## config.mk

```make
export PLATFORM = sky130hd
export DESIGN_NAME = tsc_back
export DESIGN_NICKNAME = d
export VERILOG_FILES = /design/src/rtl/tsc_pkg.sv /design/src/rtl/tsc_back.sv
export SDC_FILE = /design/constraint.sdc
export NUM_CORES = 1
export LEC_CHECK = 0
export BUFFER_PORTS_ARGS = -buffer_cell sky130_fd_sc_hd__buf_2
export CAP_MARGIN = 40
export CELL_PAD_IN_SITES_DETAIL_PLACEMENT = 2
export CELL_PAD_IN_SITES_GLOBAL_PLACEMENT = 2
export CORE_ASPECT_RATIO = 1.25
export CORE_MARGIN = 8
export CORE_UTILIZATION = 33
export CTS_CLUSTER_SIZE = 28
export DETAILED_ROUTE_END_ITERATION = 12
export PLACE_DENSITY = 0.9
export SETUP_SLACK_MARGIN = 0.5
export SKIP_LAST_GASP = 1
export SLEW_MARGIN = 5
export SYNTH_ARGS = -nofsm -noshare
export SYNTH_HDL_FRONTEND = slang
export SYNTH_SLANG_ARGS = --single-unit
```

## constraint.sdc

```tcl
create_clock -name clk_i -period 14.6 [get_ports clk_i]
set_input_delay 1.46 -clock clk_i [delete_from_list [all_inputs] [get_ports clk_i]]
set_output_delay 1.46 -clock clk_i [all_outputs]
set_load 0.05 [all_outputs]
```

## src/rtl/tsc_pkg.sv

```systemverilog
// Shared types, constants and a helper function for the TCP segment header checker.
package tsc_pkg;

  localparam int unsigned LENGTH_BITS_DEF = 32;
  localparam int unsigned HDR_BYTES       = 20;
  localparam int unsigned PROTO_TCP       = 6;
  localparam int unsigned MID_DEPTH       = 2;
  localparam int unsigned OUT_DEPTH       = 2;
  localparam logic [1:0]  ECN_MASK        = 2'b11;

  localparam logic ACT_ADDR = 1'b0;
  localparam logic ACT_BYTE = 1'b1;

  typedef enum logic [2:0] {
    ERR_NONE     = 3'd0,
    ERR_FAMILY   = 3'd1,
    ERR_SHORT    = 3'd2,
    ERR_LONG     = 3'd3,
    ERR_OFFSET   = 3'd4,
    ERR_CHECKSUM = 3'd5
  } err_e;

  // Summary of one finished segment, handed from the front part to the back part.
  typedef struct packed {
    logic [HDR_BYTES-1:0][7:0] hdr;
    logic [15:0]               sum;
    logic [7:0]                pend;
    logic [31:0]               len;
    logic                      saturated;
    logic [1:0]                family;
    logic [1:0]                ecn;
  } seg_t;

  typedef struct packed {
    err_e        error_code;
    logic [15:0] src_port;
    logic [15:0] dst_port;
    logic [31:0] sequence_number;
    logic [31:0] ack_number;
    logic [7:0]  flag_bits;
    logic [15:0] window_size;
    logic [15:0] urgent_offset;
    logic [1:0]  ecn_out;
    logic [5:0]  options_bytes;
    logic [31:0] payload_bytes;
  } result_t;

  // Ones' complement add with end-around carry.
  function automatic logic [15:0] oc_add(input logic [15:0] s, input logic [15:0] v);
    logic [16:0] t;
    t = {1'b0, s} + {1'b0, v};
    return t[15:0] + {15'b0, t[16]};
  endfunction

endpackage

```

## src/rtl/tsc_back.sv

```systemverilog
// Back part: runs the family, length, offset and checksum checks and forms the result.
module tsc_back import tsc_pkg::*; (
  input  logic    clk_i,
  input  logic    rst_ni,
  input  seg_t    seg_i,
  input  logic    seg_empty_i,
  output logic    seg_pop_o,
  output logic    res_push_o,
  output result_t res_o,
  input  logic    res_full_i
);

  typedef struct packed {
    err_e                      err;
    logic [15:0]               psum;
    logic                      v4;
    logic [31:0]               len;
    logic [5:0]                hl;
    logic [HDR_BYTES-1:0][7:0] hdr;
    logic [1:0]                ecn;
  } stage_t;

  stage_t      s1_q, s1_d;
  logic        s1_valid_q, s1_valid_d;
  logic        s1_ready;
  logic [15:0] pad;
  logic [15:0] fsum;
  err_e        err;

  assign s1_ready   = !s1_valid_q || !res_full_i;
  assign seg_pop_o  = !seg_empty_i && s1_ready;
  assign res_push_o = s1_valid_q && !res_full_i;

  // First step: ordered checks and the sum up to the protocol number.
  always_comb begin
    s1_d.hl   = {seg_i.hdr[12][7:4], 2'b00};
    s1_d.v4   = !seg_i.family[0];
    s1_d.len  = seg_i.len;
    s1_d.hdr  = seg_i.hdr;
    s1_d.ecn  = seg_i.ecn;
    pad       = seg_i.len[0] ? {seg_i.pend, 8'h00} : 16'h0000;
    s1_d.psum = oc_add(oc_add(seg_i.sum, pad), 16'(PROTO_TCP));
    priority if (seg_i.family[0] != seg_i.family[1]) begin
      s1_d.err = ERR_FAMILY;
    end else if (seg_i.len < 32'(HDR_BYTES)) begin
      s1_d.err = ERR_SHORT;
    end else if (seg_i.saturated || (!seg_i.family[0] && seg_i.len[31:16] != '0)) begin
      s1_d.err = ERR_LONG;
    end else if (s1_d.hl < 6'(HDR_BYTES) || 32'(s1_d.hl) > seg_i.len) begin
      s1_d.err = ERR_OFFSET;
    end else begin
      s1_d.err = ERR_NONE;
    end
  end

  // Second step: pseudo-header length words, checksum verdict and field extraction.
  always_comb begin
    if (s1_q.v4) begin
      fsum = oc_add(s1_q.psum, s1_q.len[15:0]);
    end else begin
      fsum = oc_add(oc_add(s1_q.psum, s1_q.len[31:16]), s1_q.len[15:0]);
    end
    if (s1_q.err != ERR_NONE) begin
      err = s1_q.err;
    end else if (fsum != 16'hFFFF) begin
      err = ERR_CHECKSUM;
    end else begin
      err = ERR_NONE;
    end

    res_o            = '0;
    res_o.error_code = err;
    if (err == ERR_NONE) begin
      res_o.src_port         = {s1_q.hdr[0], s1_q.hdr[1]};
      res_o.dst_port         = {s1_q.hdr[2], s1_q.hdr[3]};
      res_o.sequence_number  = {s1_q.hdr[4], s1_q.hdr[5], s1_q.hdr[6], s1_q.hdr[7]};
      res_o.ack_number       = {s1_q.hdr[8], s1_q.hdr[9], s1_q.hdr[10], s1_q.hdr[11]};
      res_o.flag_bits        = s1_q.hdr[13];
      res_o.window_size      = {s1_q.hdr[14], s1_q.hdr[15]};
      res_o.urgent_offset    = {s1_q.hdr[18], s1_q.hdr[19]};
      res_o.ecn_out          = s1_q.ecn;
      res_o.options_bytes    = s1_q.hl - 6'(HDR_BYTES);
      res_o.payload_bytes    = s1_q.len - 32'(s1_q.hl);
    end
  end

  always_comb begin
    s1_valid_d = s1_valid_q;
    if (seg_pop_o) begin
      s1_valid_d = 1'b1;
    end else if (res_push_o) begin
      s1_valid_d = 1'b0;
    end
  end

  always_ff @(posedge clk_i or negedge rst_ni) begin
    if (!rst_ni) begin
      s1_valid_q <= 1'b0;
    end else begin
      s1_valid_q <= s1_valid_d;
    end
  end

  always_ff @(posedge clk_i) begin
    if (seg_pop_o) begin
      s1_q <= s1_d;
    end
  end

  a_hold_on_stall: assert property (@(posedge clk_i) disable iff (!rst_ni)
    s1_valid_q && res_full_i |=> s1_valid_q && $stable(s1_q))
    else $error("check stage lost or changed a request while stalled");

  a_error_zeroes_fields: assert property (@(posedge clk_i) disable iff (!rst_ni)
    res_push_o && res_o.error_code != ERR_NONE |->
      res_o.src_port == '0 && res_o.payload_bytes == '0 && res_o.ecn_out == '0)
    else $error("error result carries header fields");

  a_early_check_wins: assert property (@(posedge clk_i) disable iff (!rst_ni)
    res_push_o && s1_q.err != ERR_NONE |-> res_o.error_code == s1_q.err)
    else $error("checksum verdict overrode an earlier check");

endmodule

```

Word level (Yosys, flattened, before mapping):

Index checks and enable logic that the tools add are counted.

* input port bits: 225
* bits in registers: 195
* output and inout port bits: 181
* logic and storage cells: 67

* mux-type cells: 10
* magnitude comparators: 3
* add/subtract/negate cells: 12
* reduce and logical (&&, ||, !) cells: 15
* equality and inequality tests: 2

Operators by type and width (count)
* 2-to-1 mux 176 bit: 1
* adder 16 x 1 -> 16 bit: 5
* adder 16 x 16 -> 17 bit: 4
* greater-than comparator 6 x 32 -> 1 bit: 1
* < comparator 32 x 5 -> 1 bit, second input constant: 1
* 2-to-1 mux 16 bit: 2
* subtractor 32 x 6 -> 32 bit: 1
* adder 16 x 3 -> 17 bit, second input constant: 1
* inequality test 16 bit, second input constant: 1
* nonzero test 16 bit: 1
* 2-to-1 mux 3 bit: 3
* < comparator 6 x 5 -> 1 bit, second input constant: 1
* subtractor 6 x 5 -> 6 bit, second input constant: 1
* zero test 1 bit: 4
* 2-to-1 mux 2 bit: 2
* logical AND 1 bit: 3
* zero test 3 bit: 1
* logical OR 1 bit: 3
* nonzero test 3 bit: 1
* OR reduction 3 bit: 1
* 2-to-1 mux 1 bit: 2
* nonzero test 2 bit: 1
* inequality test 1 bit: 1

Longest topological paths before layout:

Gate-level depths: netlist (run 1).

* word-level depth: 10
* depth in mapped cells: 36
* mapped depth without buffers: 34

Worst setup path before layout (run 1):

OpenSTA, ideal clock, no wires.

* path type: input to output
* from: input port res_full_i
* to: output port seg_pop_o
* required time: 13140 ps
* path buffers: 0
* stages: 1
* arrival: 11489 ps
* slack: 1651 ps
* cells stage by stage: a21oi_1

* longest elaborated chain between the ends: 3

Ends and longest elaborated chain
* start, declared: line tsc_back.sv:10 `input logic res_full_i`
* zero test 1 bit: line tsc_back.sv:30 `assign s1_ready = !s1_valid_q || !res_full_i;`
* logical OR 1 bit: line tsc_back.sv:30
* logical AND 1 bit: line tsc_back.sv:31 `assign seg_pop_o = !seg_empty_i && s1_ready;`
* end, declared: line tsc_back.sv:7 `output logic seg_pop_o,`

Every way passes these cells.

==> flow_summary.json, run 1 <==
{
  "ir_worst_vdd_v": 0.0000929,
  "rr_startpoint": "s1_valid_q",
  "maxSlewHeadroom": 0.387,
  "fp-row-count": 84,
  "totalWireLength_mm": 57.6,
  "hold_violations": 0,
  "grt_pass1_vias": 13300,
  "design_area_um2": 17100,
  "grt_pass1_wl_mm": 84.7,
  "regArea_um2": 5850,
  "clock-sinks": 195,
  "drv_slew": 0,
  "post-route-drc-count": 0,
  "yosys_most_used_dff": "edfxtp_1",
  "cts.htree.levels": 4,
  "postCtsSetupBuffers": 0,
  "via_count": 12000,
  "drive_gt1_frac": 0.365,
  "globalRouteTotalUtil": 0.227,
  "ys_types": 83,
  "initial_core_util": 0.332,
  "numCtsBuffers": 17,
  "fin_crit_sh": 0.793,
  "cp-start-kind": "flip-flop",
  "synth_area_um2": 13900,
  "area_growth_pct": 22.4,
  "yosysSeqAreaShare": 0.420,
  "leakage_nw": 7.10,
  "dieArea_um2": 49100,
  "setup_tns_ns": 0,
  "hpwl_mm": 45.6,
  "postSynthAreaPerCell_um2": 11.0,
  "finClkSkew_ns": 0.0120,
  "layout.nets": 1931,
  "hold_buffers": 0,
  "worst_path_max_delay_cell": "buf_4",
  "synth_top_family_by_area": "compound AO/OA/AOI/OAI gates",
  "yosys.area.top_type": "edfxtp_1",
  "worst-path-max-fanout": 59,
  "first_pass_iters": 4,
  "netlist.area_leader.share": 0.418,
  "crit_path_frequent_cell": "ha_1",
  "synth-edff-count": 194,
  "period_minus_slack_ns": 11.58,
  "path_clk_slew_ns": 0.08,
  "gr-total-overflow": 0,
  "crit_path_end_kind": "primary output",
  "arrival_ns": 10.12,
  "viasPerCell": 5.45,
  "clk_latency_ns": 0.45,
  "fillCellCount": 4456,
  "synth_compound_area_frac": 0.236,
  "multi_input_comb_area_um2": 6980,
  "cts_resized": 0,
  "antenna_found_initial": 11,
  "synthSimpleGateAreaFrac": 0.102,
  "powerDensity_nw_per_um2": 99.8,
  "critPathLaunch": "s1_q[184]",
  "worst-setup-path-type": "flip-flop to primary output",
  "setup_viol": 0,
  "rsz0062_at_grt": "false",
  "num_io_pins": 406,
  "slowest_delay_ns": 0.78,
  "synthCells": 1265,
  "port_buffers": 383,
  "min_from": "s1_valid_q",
  "power_mw": 1.70,
  "clockBufferDepth": 2,
  "drt_iter0_drc": 406,
  "critPathRequiredTime_ns": 13.14,
  "ys_ff_latch": 195,
  "die_h_um": 246,
  "cap_violations": 0,
  "synth-async-reset-ratio": 0.00513,
  "synth_xor_area_frac": 0.0771,
  "ys.warnings.count": 0,
  "post_dp_cell_area_um2": 16400,
  "grt_max_degree": 64,
  "synthMuxAreaShare": 0.00144,
  "status": "finished, final reports clean",
  "tightest_slew_ns": 0.920,
  "ys_top_cells_by_area": "edfxtp_1, a211oi_2, ha_1",
  "fp.coreArea_um2": 41900,
  "ant_nets": 0,
  "synthAdderAreaFrac": 0.0799,
  "place.gp.congestion": 0.878,
  "cts-root-buf": "clkbuf_16",
  "post_drt_wl_per_cell_um": 26.2,
  "min_path_type": "flip-flop to flip-flop",
  "cts_tree": "done",
  "max_clock_freq_mhz": 86.3,
  "die_w_um": 200
}
==> where the power goes <==
group          leakage, nW  switching (mW)  internal, mW
clock                0.323           0.243         0.295
sequential            1.86          0.0272         0.657
combinational         4.92           0.298         0.183
total                 7.10           0.568          1.14
==> layer usage <==
| layer | up-vias | track usage | part of all wire |
|---|---|---|---|
| met3 | 135 | 0.0507 | 0.055 |
| met4 | 4 | 0.110 | 0.048 |
| met1 | 6066 | 0.238 | 0.37 |
| met5 | - | 0 | 0.00045 |
| met2 | 395 | 0.419 | 0.53 |
| li1 | 5406 | - | - |
==> Yosys cell counts, drive strengths merged, types with 3 or more instances <==
master   instances
edfxtp         194
a211oi         181
inv            177
ha              81
xnor2           68
nor2            53
xor2            46
a21oi           45
nand2           41
buf             40
o21ai           32
clkbuf          27
nand3           26
nor3            23
a21o            22
nand4           16
and2            15
nor4            15
nor2b           14
and3            13
o21a            10
or3             10
nor3b            8
o211ai           8
o21bai           6
a221oi           5
fa               5
nand2b           5
nand3b           5
o31a             5
a211o            4
a21boi           4
a31o             4
a31oi            4
nor4b            4
o31ai            4
or4              4
a2111oi          3
a41oi            3
o221ai           3
==> cells in the final DEF, fill, tap and decap left out, types with 13 or more instances in the layout <==
| master | instances |
|---|---|
| buf_2 | 384 |
| xor2_1 | 46 |
| nor4_1 | 13 |
| nand3_1 | 25 |
| nand2_1 | 41 |
| a21oi_1 | 43 |
| inv_1 | 177 |
| ha_1 | 81 |
| a211oi_1 | 39 |
| clkbuf_16 | 17 |
| and2_1 | 15 |
| nor2b_1 | 14 |
| xnor2_1 | 67 |
| and3_1 | 13 |
| nor3_1 | 22 |
| o21ai_0 | 31 |
| a21o_1 | 22 |
| edfxtp_1 | 194 |
| nor2_1 | 53 |
| a211oi_2 | 142 |
| nand4_1 | 16 |
==> logic make-up (layout without fill, tap and decap cells) <==
group	count (synthesis)	after routing
adder cells (fa/ha/maj)	86	86
XOR/XNOR	117	117
flip-flops	195	195
other	1	13
multiplexers	2	2
buffers and inverters	244	611
AO/OA/AOI/OAI	358	358
AND/OR/NAND/NOR	262	262
==> registers in the layout, summed over array words and instances (netlist names) <==
| name | cells |
|---|---|
| s1_q | 194 |
| s1_valid_q | 1 |
==> through the flow <==
| stage | hold slack, ns | setup WS (ns) | instances | utilization |
|---|---|---|---|---|
| final | 0.596 | 3.02 | 2203 | 0.407 |
| after global routing | 0.617 | 2.54 | 2198 | 0.407 |
| after CTS | 0.601 | 3.15 | 2191 | 0.406 |
| after detailed placement | 0.576 | 3.74 | 2159 | 0.390 |
| after global placement | 0.527 | 3.91 | 2152 | 0.386 |
| after floorplan | 0.457 | 1.65 | 1266 | - |
==> cell type report <==
cell class	instances	share of cell area
Timing Repair Buffer	402	0.128
Clock buffer	17	0.0249
Multi-Input combinational cell	827	0.409
Antenna cell	11	0.00161
Clock inverter	15	0.0139
Tap cell	559	0.0410
Sequential cell	195	0.343
Inverter	177	0.0389
==> worst max-delay path, delay by kind of cell, from the launching register on <==
kind,cells,cell delay (ns)
AO/OA/AOI/OAI,15,3.18
AND/OR/NAND/NOR,10,2.52
buffers and inverters,4,1.66
adder cells (fa/ha/maj),5,1.38
flip-flops,1,0.48
XOR/XNOR,1,0.24
multiplexers,1,0.16
==> worst paths after layout <==
path | depth (start not counted) | slack (ns) | to
max | 36 | 3.02 | res_o[42]
min | 2 | 0.60 | s1_valid_q
max reg2reg | 5 | 11.39 | s1_q[110]
min reg2reg | 2 | 0.60 | s1_valid_q
max in group asynchronous | 1 | 13.75 | s1_valid_q
min in group asynchronous | 1 | 0.76 | s1_valid_q
Note: power is estimated with default switching activity, not from simulation.
==> inputs of run 2 (changes only) <==
- clock period: 14.6 -> 11.05 ns (I/O delays scaled with it)
==> flow_summary.json, run 2 (synthesis gave the netlist of run 1 again) <==
{
  "status": "finished, final reports clean",
  "cp.buffers_inverters": 3,
  "met3_usage": 0.0483,
  "die_h_um": 246,
  "finClkSkew_ns": 0.0108,
  "setup_tns_ns": 0,
  "fillCellCount": 4526,
  "die_w_um": 200,
  "post_drt_wl_per_cell_um": 26.0,
  "met2_usage": 0.413,
  "viasPerCell": 5.40,
  "path_clk_slew_ns": 0.08,
  "internal_power_mw": 1.43,
  "numCtsBuffers": 17,
  "postCtsSetupBuffers": 0,
  "grt_pass1_vias": 13100,
  "cap_violations": 0,
  "cp-start-kind": "flip-flop",
  "tightest_slew_ns": 0.917,
  "met1_usage": 0.234,
  "critPathRequiredTime_ns": 9.95,
  "port_buffers": 383,
  "grt_pass1_wl_mm": 82.6,
  "largest_register_ffs": 194,
  "p_seq_frac": 0.414,
  "final_cell_mix": "buf_2, edfxtp_1, inv_1",
  "worst_path_max_delay_cell": "or4_1",
  "drive_gt1_frac": 0.366,
  "fp.coreArea_um2": 41900,
  "hold_violations": 0,
  "setup_slack_ns": 0.834,
  "hold_buffers": 0,
  "maxSlewHeadroom": 0.389,
  "first_pass_iters": 4,
  "clock-sinks": 195,
  "initial_core_util": 0.332,
  "ir_worst_vdd_v": 0.000119,
  "crit_path_end_kind": "primary output",
  "num_io_pins": 406,
  "slowest_delay_ns": 0.51,
  "layout.nets": 1927,
  "antenna_found_initial": 7,
  "gr-total-overflow": 0,
  "totalWireLength_mm": 57.0,
  "fp-row-count": 84,
  "cts-root-buf": "clkbuf_16",
  "min_path_type": "input port to async pin",
  "crit_path_frequent_cell": "ha_1",
  "hpwl_mm": 44.6,
  "clockBufferDepth": 2,
  "worst-path-max-fanout": 41,
  "drv_slew": 0,
  "ant_nets": 0,
  "cts_tree": "done",
  "place_ws_ns": 1.27,
  "area_growth_pct": 21.9,
  "drt_iter0_drc": 450,
  "pwr-share-clk": 0.298,
  "fin_crit_sh": 0.925,
  "powerDensity_nw_per_um2": 129,
  "cts_resized": 0,
  "p_sw_mw": 0.757,
  "top_regs": "s1_q x194, s1_valid_q x1",
  "globalRouteTotalUtil": 0.223,
  "grt_most_used_layer": "met2",
  "swShare": 0.346,
  "power.share.combinational": 0.288,
  "max_clock_freq_mhz": 97.9,
  "arrival_ns": 9.11,
  "place.gp.congestion": 0.890,
  "final_common_cell": "buf_2",
  "path_delay_family": "compound AO/OA/AOI/OAI gates",
  "dieArea_um2": 49100,
  "multi_input_comb_area_um2": 7030,
  "regArea_um2": 5850,
  "leakage_nw": 7.03,
  "worst-setup-path-type": "flip-flop to primary output",
  "cts.htree.levels": 4,
  "grt_max_degree": 119,
  "regMostFlops": "s1_q",
  "post-route-drc-count": 0,
  "clk_latency_ns": 0.46,
  "rsz0062_at_grt": "false",
  "setup_viol": 0,
  "via_count": 11900,
  "period_minus_slack_ns": 10.22
}
## run 2: cell count changes in the layout (fill, tap and decap cells not counted), sizes merged
| cell | before | now |
|---|---|---|
| bufinv | 4 | 1 |
| clkbuf | 17 | 23 |
| buf | 402 | 392 |
| diode | 11 | 7 |
| clkinvlp | 0 | 2 |
| clkinv | 6 | 7 |
## run 2: power by group through the flow
stage,Clock (mW),Sequential (mW),Combinational [mW]
2_1_floorplan,0,0.908,0.430
3_3_place_gp,0,0.915,0.565
3_5_place_dp,0,0.921,0.613
4_1_cts,0.665,0.905,0.624
5_1_grt,0.685,0.907,0.686
6_report,0.652,0.906,0.631
## run 2: path summary, 6_finish.rpt
path | from | end | slack [ns] | cells past startpoint
min in group clk_i | s1_valid_q | s1_valid_q | 0.61 | 2
max | s1_q[184] | res_o[24] | 0.83 | 36
min | rst_ni | s1_valid_q | 0.40 | 1
max reg2reg | s1_valid_q | s1_q[92] | 8.20 | 6
min reg2reg | s1_valid_q | s1_valid_q | 0.61 | 2
max in group asynchronous | rst_ni | s1_valid_q | 10.56 | 1
## run 2: metrics by stage
stage | util | total power, mW | hold WS [ns] | std cells | area (um2)
after floorplan | - | 1.34 | 0.476 | 1266 | 13900
after global placement | 0.387 | 1.48 | 0.528 | 2153 | 16200
after detailed placement | 0.388 | 1.53 | 0.596 | 2155 | 16300
after CTS | 0.402 | 2.19 | 0.384 | 2187 | 16900
after global routing | 0.405 | 2.28 | 0.388 | 2195 | 17000
final | 0.405 | 2.19 | 0.405 | 2195 | 17000
## run 2: layout make-up
cell class,instances,share of cell area
Sequential cell,195,0.344
Clock inverter,15,0.00994
Antenna cell,7,0.00103
Multi-Input combinational cell,827,0.413
Inverter,177,0.0391
Clock buffer,17,0.0250
Tap cell,559,0.0412
Timing Repair Buffer,398,0.126
## run 2: layer usage
layer	vias to the layer above	part of all wire	routed length, um
li1	5390	-	-
met1	5997	0.36	20800
met2	360	0.54	30600
met3	112	0.054	3070
met4	0	0.045	2550
met5	-	0	0
==> inputs of run 3 (changes only) <==
--- a/config.mk
+++ b/config.mk
@@ -17,4 +17,5 @@
 export PLACE_DENSITY = 0.9
 export SETUP_SLACK_MARGIN = 0.5
+export SKIP_CTS_REPAIR_TIMING = 1
 export SKIP_LAST_GASP = 1
 export SLEW_MARGIN = 5
==> constraint.sdc (replaced) <==
create_clock -name clk_i -period 11.05 [get_ports clk_i]
set_input_delay 3.315 -clock clk_i [delete_from_list [all_inputs] [get_ports clk_i]]
set_output_delay 3.315 -clock clk_i [all_outputs]
set_load 0.05 [all_outputs]
==> flow_summary.json, run 3 (synthesis gave the netlist of run 1 again) <==
{
  "ant_nets": 0,
  "clock-sinks": 195,
  "min_path_cells": 2,
  "rr_startpoint": "s1_valid_q",
  "grt_max_degree": 111,
  "fin_crit_sh": 1.09,
  "clk_latency_ns": 0.48,
  "path_clk_slew_ns": 0.08,
  "max_clock_freq_mhz": 83.3,
  "num_io_pins": 406,
  "r2r_setup_slack_ns": 8.46,
  "hpwl_mm": 46.0,
  "post-route-drc-count": 0,
  "globalRouteTotalUtil": 0.227,
  "regArea_um2": 5850,
  "tightest_slew_ns": 1.09,
  "grt_pass1_wl_mm": 83.9,
  "drive_gt1_frac": 0.420,
  "via_count": 12900,
  "rr_endpoint": "s1_q[110]",
  "finClkSkew_ns": 0.0143,
  "slowest_delay_ns": 0.51,
  "hold_violations": 0,
  "worst-path-max-fanout": 8,
  "hold_path_end": "s1_valid_q",
  "fp-row-count": 84,
  "setup_slack_ns": -0.950,
  "maxSlewHeadroom": 0.276,
  "leakage_nw": 7.71,
  "grt_pass1_vias": 13600,
  "gr-total-overflow": 0,
  "reg2regPathDepth": 5,
  "multi_input_comb_area_um2": 7850,
  "dieArea_um2": 49100,
  "layout.nets": 2003,
  "cp-start-kind": "flip-flop",
  "cts_tree": "done",
  "powerDensity_nw_per_um2": 118,
  "initial_core_util": 0.332,
  "failed_checks": "negative setup slack",
  "clockBufferDepth": 2,
  "min_from": "s1_valid_q",
  "final_cell_mix": "buf_2, edfxtp_1, inv_1",
  "port_buffers": 383,
  "cap_violations": 0,
  "antenna_found_initial": 22,
  "totalWireLength_mm": 72.0,
  "cts-root-buf": "clkbuf_16",
  "post_drt_wl_per_cell_um": 31.6,
  "drv_slew": 0,
  "min_path_type": "flip-flop to flip-flop",
  "status": "finished with violations",
  "setup_tns_ns": -143.32,
  "final_common_cell": "buf_2",
  "drt_iter0_drc": 597,
  "die_w_um": 200,
  "setup_viol": 176,
  "area_growth_pct": 44.0,
  "period_minus_slack_ns": 12.00,
  "cts.htree.levels": 4,
  "top_regs": "s1_q x194, s1_valid_q x1",
  "arrival_ns": 8.69,
  "rsz0062_at_grt": "true",
  "first_pass_iters": 6,
  "crit_path_end_kind": "primary output",
  "worst_path_max_delay_cell": "or4_1",
  "largest_register_ffs": 194,
  "die_h_um": 246,
  "place_ws_ns": -0.353,
  "worst-setup-path-type": "flip-flop to primary output",
  "fillCellCount": 4172,
  "place.gp.congestion": 0.859,
  "ir_worst_vdd_v": 0.000125,
  "critPathRequiredTime_ns": 7.74,
  "numCtsBuffers": 17,
  "viasPerCell": 5.64,
  "fp.coreArea_um2": 41900,
  "regMostFlops": "s1_q"
}
run 3: cell types whose count changed in the layout (fill, tap and decap cells not counted), sizes merged, moves of 2 or more:
cell	delta
buf	+78
diode	+10
clkinvlp	-2
inv	-2
clkbuf	-2
run 3: metal layers:
metal / routed length, um / track usage / vias to the layer above
met1: 23100 / 0.221 / 6491
met5: 84 / 0 / -
li1: - / - / 5487
met4: 5950 / 0.139 / 12
met3: 4250 / 0.0496 / 264
met2: 38600 / 0.428 / 598
run 3: how the worst max path moves through the flow:
stage                    from   endpoint  cells past startpoint
floorplan           s1_q[184]  res_o[12]                     35
global placement    s1_q[201]  res_o[21]                     38
detailed placement  s1_q[184]   res_o[7]                     38
CTS                 s1_q[184]   res_o[7]                     38
global route        s1_q[201]   res_o[1]                     37
finish              s1_q[184]  res_o[11]                     37
run 3: report_power, final:
group	switching (mW)	internal (mW)	leakage [nW]
sequential	0.0373	0.868	1.86
clock	0.330	0.338	0.288
combinational	0.493	0.292	5.57
run 3: cell type report:
cell class              count  share of cell area
multi-input cells         827               0.391
flip-flops and latches    195               0.292
repair buffers            474               0.218
well taps                 559              0.0348
inverters                 177              0.0331
clock buffers              18              0.0214
clock inverters            13             0.00779
diodes                     17             0.00212
run 3: per-stage QoR:
stage	hold WS (ns)	utilization	cell area, um2	cells	power (mW)
2_1_floorplan	0.510	-	14100	1266	1.34
3_3_place_gp	0.527	0.419	17600	2213	1.51
3_5_place_dp	0.624	0.421	17600	2217	1.58
4_1_cts	0.640	0.435	18200	2248	2.23
5_1_grt	0.656	0.478	20100	2275	2.43
6_report	0.630	0.479	20100	2280	2.36
run 3: critical path: cells and delay by family, from the launching register on:
| family | cells | cell delay (ns) |
|---|---|---|
| compound gates | 15 | 3.01 |
| flops | 1 | 0.39 |
| buf+inv | 5 | 0.86 |
| mux | 1 | 0.13 |
| simple gates | 10 | 2.17 |
| xor+xnor | 1 | 0.26 |
| fa+ha+maj | 5 | 1.36 |
